==> config.mk <==
export PLATFORM = sky130hd
export DESIGN_NAME = wheel_encoder_filtered_velocity_unit
export DESIGN_NICKNAME = d
export VERILOG_FILES = /design/src/rtl/wefv_pkg.sv /design/src/rtl/wefv_mac.sv /design/src/rtl/wefv_divider.sv /design/src/rtl/wheel_encoder_filtered_velocity_unit.sv
export SDC_FILE = /design/constraint.sdc
export NUM_CORES = 2
export LEC_CHECK = 0
export BUFFER_PORTS_ARGS = -buffer_cell sky130_fd_sc_hd__buf_2
export CAP_MARGIN = 25
export CELL_PAD_IN_SITES_DETAIL_PLACEMENT = 0
export CELL_PAD_IN_SITES_GLOBAL_PLACEMENT = 1
export CORE_UTILIZATION = 27
export DETAILED_ROUTE_END_ITERATION = 12
export PLACE_DENSITY = 0.55
export SYNTH_ARGS = -nofsm -noshare
export SYNTH_HDL_FRONTEND = slang
export SYNTH_SLANG_ARGS = --single-unit
==> constraint.sdc <==
create_clock -name clk -period 23.9 [get_ports clk]
set_input_delay 1.195 -clock clk [delete_from_list [all_inputs] [get_ports clk]]
set_output_delay 1.195 -clock clk [all_outputs]
set_load 0.03 [all_outputs]
==> src/rtl/wefv_pkg.sv <==
// Shared types and constants for the wheel encoder velocity unit.
// No dependencies; every other file in rtl/ imports this package.
package wefv_pkg;

  localparam int WHEEL_COUNT_DEF = 4;

  // Field widths
  localparam int WHEEL_W    = 2;
  localparam int COUNT_W    = 32;
  localparam int PERIOD_W   = 20;
  localparam int Q_W        = 40;
  localparam int SCALE_W    = 32;
  localparam int ALPHA_W    = 17;
  localparam int CFG_IDX_W  = 2;
  localparam int CFG_DATA_W = 32;

  // Shared multiply-accumulate unit
  localparam int MUL_A_W    = 41;
  localparam int MUL_B_W    = 18;
  localparam int ACC_W      = 65;
  localparam int SCALE_HALF = SCALE_W / 2;

  // Divider: dividend bits and radix-4 step count
  localparam int DIV_W     = 62;
  localparam int DIV_STEPS = DIV_W / 2;
  localparam int DIV_CNT_W = $clog2(DIV_STEPS + 1);

  localparam logic [ALPHA_W-1:0] ALPHA_ONE = ALPHA_W'(65536);
  // one million = 15625 << 6
  localparam logic [MUL_B_W-1:0] USEC_ODD   = MUL_B_W'(15625);
  localparam int                 USEC_SHIFT = 6;

  localparam logic signed [Q_W-1:0] Q_MAX = {1'b0, {(Q_W-1){1'b1}}};
  localparam logic signed [Q_W-1:0] Q_MIN = {1'b1, {(Q_W-1){1'b0}}};

  localparam logic [SCALE_W-1:0] ANGLE_SCALE_RST = SCALE_W'(25736);
  localparam logic [ALPHA_W-1:0] POS_ALPHA_RST   = ALPHA_W'(19661);
  localparam logic [ALPHA_W-1:0] VEL_ALPHA_RST   = ALPHA_W'(13107);
  localparam logic               FILTER_EN_RST   = 1'b1;

  typedef enum logic [CFG_IDX_W-1:0] {
    REG_ANGLE_SCALE    = 2'd0,
    REG_POSITION_ALPHA = 2'd1,
    REG_VELOCITY_ALPHA = 2'd2,
    REG_FILTER_ENABLE  = 2'd3
  } cfg_reg_t;

  typedef enum logic [1:0] {
    MAC_HOLD,
    MAC_LOAD,
    MAC_ADD,
    MAC_SHADD
  } mac_op_t;

  typedef struct packed {
    mac_op_t                   op;
    logic signed [MUL_A_W-1:0] a;
    logic signed [MUL_B_W-1:0] b;
  } mac_ctl_t;

  typedef struct packed {
    logic busy;
    logic done;
  } div_stat_t;

endpackage

==> src/rtl/wefv_mac.sv <==
// Shared signed multiply-accumulate unit: one 41x18 multiplier and an accumulator.
// Depends on wefv_pkg.
module wefv_mac (
  input  logic                               clk,
  input  wefv_pkg::mac_ctl_t                 ctl,
  output logic signed [wefv_pkg::ACC_W-1:0]  acc
);
  import wefv_pkg::*;

  logic signed [MUL_A_W+MUL_B_W-1:0] prod;
  logic signed [ACC_W-1:0]           prod_ext;
  logic signed [ACC_W-1:0]           acc_r;
  logic signed [ACC_W-1:0]           acc_nxt;

  assign prod     = $signed(ctl.a) * $signed(ctl.b);
  assign prod_ext = ACC_W'(prod);

  always_comb begin
    unique case (ctl.op)
      MAC_HOLD:  acc_nxt = acc_r;
      MAC_LOAD:  acc_nxt = prod_ext;
      MAC_ADD:   acc_nxt = acc_r + prod_ext;
      MAC_SHADD: acc_nxt = (acc_r <<< SCALE_HALF) + prod_ext;
      default:   acc_nxt = acc_r;
    endcase
  end

  always_ff @(posedge clk) begin
    acc_r <= acc_nxt;
  end

  assign acc = acc_r;

endmodule

==> src/rtl/wefv_divider.sv <==
// Radix-4 restoring divider, two quotient bits per cycle, 62-bit dividend.
// Depends on wefv_pkg.
module wefv_divider (
  input  logic                          clk,
  input  logic                          rst_n,
  input  logic                          start,
  input  logic [wefv_pkg::DIV_W-1:0]    dividend,
  input  logic [wefv_pkg::PERIOD_W-1:0] divisor,
  output logic [wefv_pkg::DIV_W-1:0]    quotient,
  output wefv_pkg::div_stat_t           stat
);
  import wefv_pkg::*;

  logic [DIV_W-1:0]     work_r, work_nxt;
  logic [PERIOD_W-1:0]  rem_r, rem_nxt;
  logic [PERIOD_W-1:0]  dsr_r, dsr_nxt;
  logic [DIV_CNT_W-1:0] cnt_r, cnt_nxt;
  logic                 busy_r, busy_nxt;
  logic                 done_r, done_nxt;
  logic [PERIOD_W:0]    trial1, trial2;
  logic [PERIOD_W-1:0]  rem_mid;
  logic                 q1, q2;

  always_comb begin
    trial1  = {rem_r, work_r[DIV_W-1]};
    q1      = trial1 >= {1'b0, dsr_r};
    rem_mid = q1 ? PERIOD_W'(trial1 - {1'b0, dsr_r}) : trial1[PERIOD_W-1:0];
    trial2  = {rem_mid, work_r[DIV_W-2]};
    q2      = trial2 >= {1'b0, dsr_r};

    work_nxt = work_r;
    rem_nxt  = rem_r;
    dsr_nxt  = dsr_r;
    cnt_nxt  = cnt_r;
    busy_nxt = busy_r;
    done_nxt = 1'b0;

    if (start) begin
      work_nxt = dividend;
      rem_nxt  = '0;
      dsr_nxt  = divisor;
      cnt_nxt  = DIV_CNT_W'(DIV_STEPS);
      busy_nxt = 1'b1;
    end else if (busy_r) begin
      // shift two dividend bits in, two quotient bits out
      work_nxt = {work_r[DIV_W-3:0], q1, q2};
      rem_nxt  = q2 ? PERIOD_W'(trial2 - {1'b0, dsr_r}) : trial2[PERIOD_W-1:0];
      cnt_nxt  = cnt_r - 1'b1;
      if (cnt_r == DIV_CNT_W'(1)) begin
        busy_nxt = 1'b0;
        done_nxt = 1'b1;
      end
    end
  end

  always_ff @(posedge clk) begin
    if (!rst_n) begin
      busy_r <= 1'b0;
      done_r <= 1'b0;
      cnt_r  <= '0;
    end else begin
      busy_r <= busy_nxt;
      done_r <= done_nxt;
      cnt_r  <= cnt_nxt;
    end
    work_r <= work_nxt;
    rem_r  <= rem_nxt;
    dsr_r  <= dsr_nxt;
  end

  assign quotient  = work_r;
  assign stat.busy = busy_r;
  assign stat.done = done_r;

  a_start_when_idle: assert property (@(posedge clk) disable iff (!rst_n)
    start |-> !busy_r)
    else $error("divider started while busy");

  a_done_follows_busy: assert property (@(posedge clk) disable iff (!rst_n)
    done_r |-> ($past(busy_r) && !busy_r))
    else $error("divider done without a running division");

  a_count_in_range: assert property (@(posedge clk) disable iff (!rst_n)
    busy_r |-> ((cnt_r != '0) && (cnt_r <= DIV_CNT_W'(DIV_STEPS))))
    else $error("divider step count out of range");

endmodule

==> src/rtl/wheel_encoder_filtered_velocity_unit.sv <==
// Top level of the wheel encoder velocity unit: sequencer, per-wheel state,
// configuration registers and output register. Depends on wefv_pkg, wefv_mac, wefv_divider.
//
//   channel  direction  handshake           word
//   in_      sink       in_valid/in_stall   wheel_index, encoder_count, period_us
//   out_     source     out_valid/out_stall wheel_number, position, velocity
//   cfg_     sink       cfg_wr_en           cfg_index, cfg_data (no read-back)
//
// A word takes longest with filtering on and a nonzero period; filtering off skips
// the averaging, a zero period skips the division and a wheel index out of range
// skips all arithmetic. The 31 radix-4 steps of the divider dominate; all products
// go through the single shared multiply-accumulate unit, one product per cycle.
// Reset is synchronous and active low; it restores register defaults and clears
// the per-wheel state. A stalled result sits in the output register while the
// next word is already accepted and processed.
module wheel_encoder_filtered_velocity_unit #(
  parameter int WHEEL_COUNT = wefv_pkg::WHEEL_COUNT_DEF
) (
  input  logic                                clk,
  input  logic                                rst_n,
  // input word
  input  logic                                in_valid,
  output logic                                in_stall,
  input  logic [wefv_pkg::WHEEL_W-1:0]        in_wheel_index,
  input  logic signed [wefv_pkg::COUNT_W-1:0] in_encoder_count,
  input  logic [wefv_pkg::PERIOD_W-1:0]       in_period_us,
  // result word
  output logic                                out_valid,
  input  logic                                out_stall,
  output logic [wefv_pkg::WHEEL_W-1:0]        out_wheel_number,
  output logic signed [wefv_pkg::Q_W-1:0]     out_position,
  output logic signed [wefv_pkg::Q_W-1:0]     out_velocity,
  // configuration writes
  input  logic                                cfg_wr_en,
  input  logic [wefv_pkg::CFG_IDX_W-1:0]      cfg_index,
  input  logic [wefv_pkg::CFG_DATA_W-1:0]     cfg_data
);
  import wefv_pkg::*;

  localparam int IDX_W       = (WHEEL_COUNT > 1) ? $clog2(WHEEL_COUNT) : 1;
  localparam int ANG_SUM_W   = 2 * COUNT_W;
  localparam int ANG_SHIFT   = 8;
  localparam int ANG_MAG_W   = ANG_SUM_W - ANG_SHIFT;
  localparam int SMOOTH_SH   = 16;

  localparam logic signed [ACC_W-1:0] ACC_QMAX = ACC_W'(Q_MAX);
  localparam logic signed [ACC_W-1:0] ACC_QMIN = ACC_W'(Q_MIN);
  localparam logic signed [ACC_W-1:0] RND_POS  = ACC_W'(1 << (SMOOTH_SH - 1));
  localparam logic signed [ACC_W-1:0] RND_NEG  = ACC_W'((1 << (SMOOTH_SH - 1)) - 1);
  localparam logic [DIV_W-1:0] MAG_POS_LIM = {{(DIV_W-Q_W+1){1'b0}}, {(Q_W-1){1'b1}}};
  localparam logic [DIV_W-1:0] MAG_NEG_LIM = {{(DIV_W-Q_W){1'b0}}, 1'b1, {(Q_W-1){1'b0}}};

  typedef enum logic [4:0] {
    S_IDLE,
    S_ANG_HI,
    S_ANG_LO,
    S_ANG_RND,
    S_ANG_SAT,
    S_PS_A,
    S_PS_B,
    S_PS_RND,
    S_DIFF,
    S_VMUL,
    S_DIV_START,
    S_DIV_WAIT,
    S_VSAT,
    S_VS_A,
    S_VS_B,
    S_VS_RND,
    S_COMMIT
  } state_t;

  // saturate a signed accumulator value to Q23.16
  function automatic logic signed [Q_W-1:0] sat_q(input logic signed [ACC_W-1:0] v);
    logic signed [Q_W-1:0] r;
    if (v > ACC_QMAX) begin
      r = Q_MAX;
    end else if (v < ACC_QMIN) begin
      r = Q_MIN;
    end else begin
      r = v[Q_W-1:0];
    end
    return r;
  endfunction

  // apply sign to a magnitude and saturate to Q23.16
  function automatic logic signed [Q_W-1:0] sat_mag(input logic neg,
                                                     input logic [DIV_W-1:0] m);
    logic signed [Q_W-1:0] r;
    if (neg) begin
      r = (m > MAG_NEG_LIM) ? Q_MIN : -m[Q_W-1:0];
    end else begin
      r = (m > MAG_POS_LIM) ? Q_MAX : m[Q_W-1:0];
    end
    return r;
  endfunction

  state_t                state_r, state_nxt;

  // configuration
  logic [SCALE_W-1:0]    angle_scale_r;
  logic [ALPHA_W-1:0]    position_alpha_r;
  logic [ALPHA_W-1:0]    velocity_alpha_r;
  logic                  filter_enable_r;

  // per-wheel state
  logic signed [Q_W-1:0] rp_r [WHEEL_COUNT];
  logic signed [Q_W-1:0] sp_r [WHEEL_COUNT];
  logic signed [Q_W-1:0] sv_r [WHEEL_COUNT];
  logic signed [Q_W-1:0] rv_r [WHEEL_COUNT];

  // working registers of the current word
  logic [WHEEL_W-1:0]    wheel_r, wheel_nxt;
  logic                  bad_r, bad_nxt;
  logic                  neg_r, neg_nxt;
  logic [COUNT_W-1:0]    mag_r, mag_nxt;
  logic [PERIOD_W-1:0]   period_r, period_nxt;
  logic [ANG_MAG_W-1:0]  ang_mag_r, ang_mag_nxt;
  logic signed [Q_W-1:0] pos_r, pos_nxt;
  logic signed [Q_W-1:0] vel_r, vel_nxt;
  logic                  dneg_r, dneg_nxt;
  logic [Q_W-1:0]        dmag_r, dmag_nxt;

  // output register
  logic                  out_valid_r, out_valid_nxt;
  logic [WHEEL_W-1:0]    out_wheel_r, out_wheel_nxt;
  logic signed [Q_W-1:0] out_pos_r, out_pos_nxt;
  logic signed [Q_W-1:0] out_vel_r, out_vel_nxt;
  logic                  store_en;

  // datapath glue
  logic [IDX_W-1:0]        widx;
  logic signed [Q_W-1:0]   rp_cur, sp_cur, sv_cur, rv_cur;
  logic [ALPHA_W-1:0]      pa, va;
  logic signed [ACC_W-1:0] acc;
  logic signed [ACC_W-1:0] rnd_sum;
  logic signed [ACC_W-1:0] rnd_q;
  logic [ANG_SUM_W-1:0]    ang_sum;
  logic signed [Q_W:0]     dif_up, dif_dn;
  logic                    d_lt;
  mac_ctl_t                mac_ctl;
  logic                    div_start;
  logic [DIV_W-1:0]        div_dividend;
  logic [DIV_W-1:0]        quotient;
  div_stat_t               div_stat;

  wefv_mac u_mac (
    .clk (clk),
    .ctl (mac_ctl),
    .acc (acc)
  );

  wefv_divider u_div (
    .clk      (clk),
    .rst_n    (rst_n),
    .start    (div_start),
    .dividend (div_dividend),
    .divisor  (period_r),
    .quotient (quotient),
    .stat     (div_stat)
  );

  assign widx   = IDX_W'(wheel_r);
  assign rp_cur = rp_r[widx];
  assign sp_cur = sp_r[widx];
  assign sv_cur = sv_r[widx];
  assign rv_cur = rv_r[widx];

  // weights above one mean no smoothing
  assign pa = (position_alpha_r > ALPHA_ONE) ? ALPHA_ONE : position_alpha_r;
  assign va = (velocity_alpha_r > ALPHA_ONE) ? ALPHA_ONE : velocity_alpha_r;

  // round to nearest, ties away from zero, then drop 16 fraction bits
  assign rnd_sum = acc + (acc[ACC_W-1] ? RND_NEG : RND_POS);
  assign rnd_q   = rnd_sum >>> SMOOTH_SH;

  // angle product is never negative here
  assign ang_sum = acc[ANG_SUM_W-1:0] + ANG_SUM_W'(1 << (ANG_SHIFT - 1));

  assign dif_up = (Q_W+1)'(rp_cur) - (Q_W+1)'(pos_r);
  assign dif_dn = (Q_W+1)'(pos_r) - (Q_W+1)'(rp_cur);
  assign d_lt   = pos_r < rp_cur;

  assign div_dividend = {acc[DIV_W-USEC_SHIFT-1:0], {USEC_SHIFT{1'b0}}}
                      + DIV_W'(period_r >> 1);

  always_comb begin
    state_nxt     = state_r;
    wheel_nxt     = wheel_r;
    bad_nxt       = bad_r;
    neg_nxt       = neg_r;
    mag_nxt       = mag_r;
    period_nxt    = period_r;
    ang_mag_nxt   = ang_mag_r;
    pos_nxt       = pos_r;
    vel_nxt       = vel_r;
    dneg_nxt      = dneg_r;
    dmag_nxt      = dmag_r;
    // drop the result once taken
    out_valid_nxt = out_valid_r && out_stall;
    out_wheel_nxt = out_wheel_r;
    out_pos_nxt   = out_pos_r;
    out_vel_nxt   = out_vel_r;
    store_en      = 1'b0;
    div_start     = 1'b0;
    mac_ctl.op    = MAC_HOLD;
    mac_ctl.a     = '0;
    mac_ctl.b     = '0;

    unique case (state_r)
      S_IDLE: begin
        if (in_valid) begin
          wheel_nxt  = in_wheel_index;
          bad_nxt    = int'(in_wheel_index) >= WHEEL_COUNT;
          neg_nxt    = in_encoder_count[COUNT_W-1];
          mag_nxt    = in_encoder_count[COUNT_W-1] ? COUNT_W'(-in_encoder_count)
                                                   : in_encoder_count;
          period_nxt = in_period_us;
          state_nxt  = (int'(in_wheel_index) >= WHEEL_COUNT) ? S_COMMIT : S_ANG_HI;
        end
      end
      // count magnitude times scale, upper half of the scale first
      S_ANG_HI: begin
        mac_ctl.op = MAC_LOAD;
        mac_ctl.a  = {{(MUL_A_W-COUNT_W){1'b0}}, mag_r};
        mac_ctl.b  = {2'b00, angle_scale_r[SCALE_W-1:SCALE_HALF]};
        state_nxt  = S_ANG_LO;
      end
      S_ANG_LO: begin
        mac_ctl.op = MAC_SHADD;
        mac_ctl.a  = {{(MUL_A_W-COUNT_W){1'b0}}, mag_r};
        mac_ctl.b  = {2'b00, angle_scale_r[SCALE_HALF-1:0]};
        state_nxt  = S_ANG_RND;
      end
      S_ANG_RND: begin
        ang_mag_nxt = ang_sum[ANG_SUM_W-1:ANG_SHIFT];
        state_nxt   = S_ANG_SAT;
      end
      S_ANG_SAT: begin
        pos_nxt = sat_mag(neg_r, DIV_W'(ang_mag_r));
        if (filter_enable_r) begin
          state_nxt = S_PS_A;
        end else begin
          state_nxt = (period_r != '0) ? S_DIFF : S_COMMIT;
        end
      end
      // position average: a*angle + (1-a)*old
      S_PS_A: begin
        mac_ctl.op = MAC_LOAD;
        mac_ctl.a  = MUL_A_W'(pos_r);
        mac_ctl.b  = {1'b0, pa};
        state_nxt  = S_PS_B;
      end
      S_PS_B: begin
        mac_ctl.op = MAC_ADD;
        mac_ctl.a  = MUL_A_W'(sp_cur);
        mac_ctl.b  = {1'b0, ALPHA_ONE - pa};
        state_nxt  = S_PS_RND;
      end
      S_PS_RND: begin
        pos_nxt   = sat_q(rnd_q);
        state_nxt = (period_r != '0) ? S_DIFF : S_COMMIT;
      end
      // sign and magnitude of the position change
      S_DIFF: begin
        dneg_nxt  = d_lt;
        dmag_nxt  = d_lt ? dif_up[Q_W-1:0] : dif_dn[Q_W-1:0];
        state_nxt = S_VMUL;
      end
      S_VMUL: begin
        mac_ctl.op = MAC_LOAD;
        mac_ctl.a  = {1'b0, dmag_r};
        mac_ctl.b  = USEC_ODD;
        state_nxt  = S_DIV_START;
      end
      S_DIV_START: begin
        div_start = 1'b1;
        state_nxt = S_DIV_WAIT;
      end
      S_DIV_WAIT: begin
        if (div_stat.done) begin
          state_nxt = S_VSAT;
        end
      end
      S_VSAT: begin
        vel_nxt   = sat_mag(dneg_r, quotient);
        state_nxt = filter_enable_r ? S_VS_A : S_COMMIT;
      end
      // velocity average
      S_VS_A: begin
        mac_ctl.op = MAC_LOAD;
        mac_ctl.a  = MUL_A_W'(vel_r);
        mac_ctl.b  = {1'b0, va};
        state_nxt  = S_VS_B;
      end
      S_VS_B: begin
        mac_ctl.op = MAC_ADD;
        mac_ctl.a  = MUL_A_W'(sv_cur);
        mac_ctl.b  = {1'b0, ALPHA_ONE - va};
        state_nxt  = S_VS_RND;
      end
      S_VS_RND: begin
        vel_nxt   = sat_q(rnd_q);
        state_nxt = S_COMMIT;
      end
      // hold until the output register is free, then report, storing state for a valid wheel
      S_COMMIT: begin
        if (!out_valid_r || !out_stall) begin
          out_valid_nxt = 1'b1;
          out_wheel_nxt = wheel_r;
          if (bad_r) begin
            out_pos_nxt = '0;
            out_vel_nxt = '0;
          end else begin
            store_en    = 1'b1;
            out_pos_nxt = pos_r;
            out_vel_nxt = (period_r != '0) ? vel_r : rv_cur;
          end
          state_nxt = S_IDLE;
        end
      end
      default: state_nxt = S_IDLE;
    endcase
  end

  always_ff @(posedge clk) begin
    if (!rst_n) begin
      state_r          <= S_IDLE;
      out_valid_r      <= 1'b0;
      angle_scale_r    <= ANGLE_SCALE_RST;
      position_alpha_r <= POS_ALPHA_RST;
      velocity_alpha_r <= VEL_ALPHA_RST;
      filter_enable_r  <= FILTER_EN_RST;
      for (int i = 0; i < WHEEL_COUNT; i++) begin
        rp_r[i] <= '0;
        sp_r[i] <= '0;
        sv_r[i] <= '0;
        rv_r[i] <= '0;
      end
    end else begin
      state_r     <= state_nxt;
      out_valid_r <= out_valid_nxt;
      if (cfg_wr_en) begin
        unique case (cfg_reg_t'(cfg_index))
          REG_ANGLE_SCALE:    angle_scale_r    <= cfg_data[SCALE_W-1:0];
          REG_POSITION_ALPHA: position_alpha_r <= cfg_data[ALPHA_W-1:0];
          REG_VELOCITY_ALPHA: velocity_alpha_r <= cfg_data[ALPHA_W-1:0];
          REG_FILTER_ENABLE:  filter_enable_r  <= cfg_data[0];
          default:            filter_enable_r  <= filter_enable_r;
        endcase
      end
      if (store_en) begin
        rp_r[widx] <= pos_r;
        if (filter_enable_r) begin
          sp_r[widx] <= pos_r;
        end
        if (period_r != '0) begin
          rv_r[widx] <= vel_r;
          if (filter_enable_r) begin
            sv_r[widx] <= vel_r;
          end
        end
      end
    end
    wheel_r     <= wheel_nxt;
    bad_r       <= bad_nxt;
    neg_r       <= neg_nxt;
    mag_r       <= mag_nxt;
    period_r    <= period_nxt;
    ang_mag_r   <= ang_mag_nxt;
    pos_r       <= pos_nxt;
    vel_r       <= vel_nxt;
    dneg_r      <= dneg_nxt;
    dmag_r      <= dmag_nxt;
    out_wheel_r <= out_wheel_nxt;
    out_pos_r   <= out_pos_nxt;
    out_vel_r   <= out_vel_nxt;
  end

  assign in_stall         = (state_r != S_IDLE);
  assign out_valid        = out_valid_r;
  assign out_wheel_number = out_wheel_r;
  assign out_position     = out_pos_r;
  assign out_velocity     = out_vel_r;

  a_result_from_commit: assert property (@(posedge clk) disable iff (!rst_n)
    $rose(out_valid_r) |-> $past(state_r == S_COMMIT))
    else $error("result word appeared outside commit");

  a_velocity_needs_period: assert property (@(posedge clk) disable iff (!rst_n)
    (state_r == S_VSAT) |-> (period_r != '0))
    else $error("velocity computed for a zero period");

  a_wait_has_division: assert property (@(posedge clk) disable iff (!rst_n)
    (state_r == S_DIV_WAIT) |-> (div_stat.busy || div_stat.done))
    else $error("waiting on a divider that is not running");

endmodule
==> impl_metrics.xml <==
<?xml version="1.0" encoding="UTF-8"?>
<metrics>
  <group name="grt">
    <metric name="grt_max_degree" unit="">87</metric>
    <metric name="grt_first_pass_wirelength" unit="um">537000</metric>
    <metric name="grt_pass1_vias" unit="">71589</metric>
    <metric name="gr-usage-all-layers" unit="%">21.8</metric>
    <metric name="overflow" unit="">0</metric>
    <metric name="number_of_antenna_violations_at_the_first_check_in_global_routing" unit="">20</metric>
  </group>
  <group name="floorplan">
    <metric name="floorplan.rows" unit="">213</metric>
    <metric name="core_area" unit="um^2">337000</metric>
    <metric name="floorplan.initialDensity" unit="%">27.2</metric>
    <metric name="dieArea" unit="um^2">341000</metric>
    <metric name="die_w" unit="um">584</metric>
    <metric name="height_of_the_die" unit="um">584</metric>
    <metric name="io_pins" unit="">177</metric>
  </group>
  <group name="layout">
    <metric name="layout.filler_cells" unit="">34999</metric>
    <metric name="mostFrequentLayoutCells" unit="">sky130_fd_sc_hd__nor2_1 (1212), sky130_fd_sc_hd__edfxtp_1 (1101), sky130_fd_sc_hd__nand2_1 (1089)</metric>
    <metric name="final_layout_size_suffix_gt1_share" unit="%">10.4</metric>
    <metric name="flow.area_growth_from_synthesis" unit="%">13.0</metric>
    <metric name="seq_area" unit="um^2">35100</metric>
    <metric name="nets" unit="">10378</metric>
    <metric name="multi_input_comb_area" unit="um^2">51100</metric>
    <metric name="layout.cells.most_common" unit="">sky130_fd_sc_hd__nor2_1</metric>
  </group>
  <group name="sta">
    <metric name="fin_crit" unit="ns">14.76</metric>
    <metric name="final_hold_viol_count" unit="">0</metric>
    <metric name="timing_worst_slew_pin_value" unit="ns">1.44</metric>
    <metric name="slew_viol_final" unit="">0</metric>
    <metric name="setup_skew_after_layout" unit="ns">0.142</metric>
    <metric name="final.period_utilization" unit="%">61.7</metric>
    <metric name="max_freq" unit="MHz">67.8</metric>
    <metric name="grt_setup_unrepaired" unit="">false</metric>
    <metric name="tns" unit="ns">0</metric>
    <metric name="fin_worst_hold_slack" unit="ns">0.468</metric>
    <metric name="postLayoutSetupSlackWorst" unit="ns">9.14</metric>
    <metric name="maxSlewHeadroom" unit="%">4.23</metric>
    <metric name="setup-violations-final" unit="">0</metric>
  </group>
  <group name="yosys">
    <metric name="yosys.cell_types.count" unit="">94</metric>
    <metric name="synth_enable_flop_cells" unit="">1101</metric>
    <metric name="number_of_warnings_printed_during_yosys_synthesis" unit="">0</metric>
    <metric name="syn-num-nets" unit="">10283</metric>
    <metric name="synth-async-reset-ratio" unit="%">0</metric>
    <metric name="mappedNetlistArea" unit="um^2">91500</metric>
    <metric name="synthesis.area_per_instance" unit="um^2">10.0</metric>
    <metric name="synthCells" unit="">9111</metric>
    <metric name="synth_top_flop_cell" unit="">sky130_fd_sc_hd__edfxtp_1</metric>
    <metric name="synth.yosys.seq_area_share" unit="%">38.4</metric>
    <metric name="ys_ff_latch" unit="">1203</metric>
  </group>
  <group name="power_and_ir_drop">
    <metric name="finalPower" unit="mW">11.8</metric>
    <metric name="vdd.ir_drop.worst" unit="uV">65.5</metric>
    <metric name="p_per_area" unit="nW/um^2">114</metric>
    <metric name="total_leakage_power" unit="nW">42.7</metric>
  </group>
  <group name="critical_path">
    <metric name="endpoint_kind" unit="">flip-flop</metric>
    <metric name="worstPathMaxFanout" unit="">20</metric>
    <metric name="timing.critical_path.from_type" unit="">flip-flop</metric>
    <metric name="cp_data_arrival_time" unit="ns">15.29</metric>
    <metric name="critical-path-top-cell-by-count" unit="">sky130_fd_sc_hd__fa_1</metric>
    <metric name="worst-setup-path-type" unit="">flip-flop to flip-flop</metric>
    <metric name="cp.required" unit="ns">24.43</metric>
    <metric name="max_stage_delay" unit="ns">0.89</metric>
    <metric name="slowest_stage" unit="">sky130_fd_sc_hd__nor2_1</metric>
  </group>
  <group name="cts">
    <metric name="maximum_count_of_clock_buffers_along_a_single_path" unit="">4</metric>
    <metric name="post_cts_resized" unit="">0</metric>
    <metric name="cts-htree-levels" unit="">4</metric>
    <metric name="clk_pin_slew_worst_paths" unit="ns">0.06</metric>
    <metric name="clock_tree_from_tritoncts" unit="">done</metric>
    <metric name="cts_hold_buf" unit="">0</metric>
    <metric name="tritoncts_num_sinks" unit="">1203</metric>
    <metric name="cts_root_buf" unit="">sky130_fd_sc_hd__clkbuf_16</metric>
    <metric name="clkLatencyLatePin" unit="ns">0.92</metric>
    <metric name="postCtsSetupRepairBufs" unit="">0</metric>
    <metric name="clock_buffers_created_by_tritoncts" unit="">155</metric>
  </group>
  <group name="status">
    <metric name="outcome" unit="">completed</metric>
  </group>
  <group name="placement">
    <metric name="routabilityCongestion" unit="">0.930</metric>
    <metric name="place_ws" unit="ns">9.38</metric>
    <metric name="place.port_buffers" unit="">176</metric>
    <metric name="detailed_place_hpwl" unit="um">284000</metric>
  </group>
  <group name="route">
    <metric name="vias" unit="">71062</metric>
    <metric name="antenna_left" unit="">0</metric>
    <metric name="detailedRoute.firstIterationViolations" unit="">6869</metric>
    <metric name="via_per_inst" unit="">5.13</metric>
    <metric name="drc_errors" unit="">0</metric>
    <metric name="post_drt_wl_per_cell" unit="um">27.3</metric>
    <metric name="route.final.wire_length" unit="um">378000</metric>
    <metric name="detail_route.first_pass.iterations" unit="">7</metric>
  </group>
  <group name="hold_path">
    <metric name="hold_class" unit="">flip-flop to flip-flop</metric>
  </group>
  <group name="run">
    <metric name="cap_violations" unit="">0</metric>
  </group>
</metrics>
## through the flow
stage          instance area, um^2  cells  util (%)
6_report                    103000  13853      30.7
5_1_grt                     103000  13849      30.7
3_5_place_dp                 98400  13561      29.2
3_3_place_gp                 98400  13557      29.2
2_1_floorplan                91500   9111         -
4_1_cts                     103000  13837      30.7
## cell usage after synthesis (all sizes together) (77+ instances only)
cell type / number / area (um^2)
buf: 88 / 380
nand3: 147 / 736
xnor2: 255 / 2230
mux4: 160 / 3600
inv: 1048 / 3930
a21oi: 385 / 1930
a21o: 184 / 1380
nor2: 1219 / 4580
nand2: 1104 / 4150
o211ai: 77 / 578
fa: 663 / 13300
nor3: 97 / 500
edfxtp: 1101 / 33100
dfxtp: 102 / 2040
ha: 416 / 5200
xor2: 161 / 1410
clkbuf: 374 / 1410
o21ai: 323 / 1620
## routing by layer
layer	part of all wire, %	vias up	track usage, %
met5	0	-	0
met4	4.9	0	9.55
met3	6.3	526	2.71
met2	45	2589	34.5
met1	44	36353	29.9
li1	-	31594	-
## logic make-up after synthesis
group	count (synthesis)	synth area share [%]
xor gates and xnor gates	417	4.01
AOI/OAI and AO/OA	1610	11.8
buffers and inverters	1511	6.25
muxes	274	5.26
DFF	1203	38.4
adders and majority gates	1079	20.2
and+or+nand+nor	3017	14.2
## worst max-delay path, delay by kind of cell, from the launching register on
kind	cells	cell delay, ns
DFF	1	0.54
muxes	1	0.18
adders and majority gates	9	4.16
buffers and inverters	6	1.04
AOI/OAI and AO/OA	12	4.12
xor gates and xnor gates	2	0.87
and+or+nand+nor	11	3.51
## worst paths after layout
check	start	slack (ns)	end	cells past startpoint
worst max-delay path	state_r[2]	9.14	u_mac.acc[64]	41
worst min-delay path	angle_scale_r[31]	0.47	angle_scale_r[31]	2
worst min register to register	angle_scale_r[31]	0.47	angle_scale_r[31]	2
worst max register to register	state_r[2]	9.14	u_mac.acc[64]	41
## flip-flops by register name (all words and copies together), names as in the netlist, 56 cells and up, named ones only
name	count
rp_r	160
rv_r	160
sp_r	160
sv_r	160
u_mac.acc	65
u_div.quotient	62
ang_mag_r	56
## area by class of cell
type	instances	area share, %
clock buffer	187	3.91
timing repair buffer	400	2.51
multi-input combinational	6397	49.5
sequential	1203	34.0
tap	4515	5.46
clock inverter	89	0.850
inverter	1049	3.81
antenna	13	0.0315
## power breakdown
group	switching (mW)	internal, mW	leakage [nW]
Sequential	0.243	2.69	11.7
Clock	1.02	1.34	2.40
Combinational	4.39	2.13	28.7
Total	5.66	6.17	42.7
Note: power is estimated with default switching activity, not from simulation.
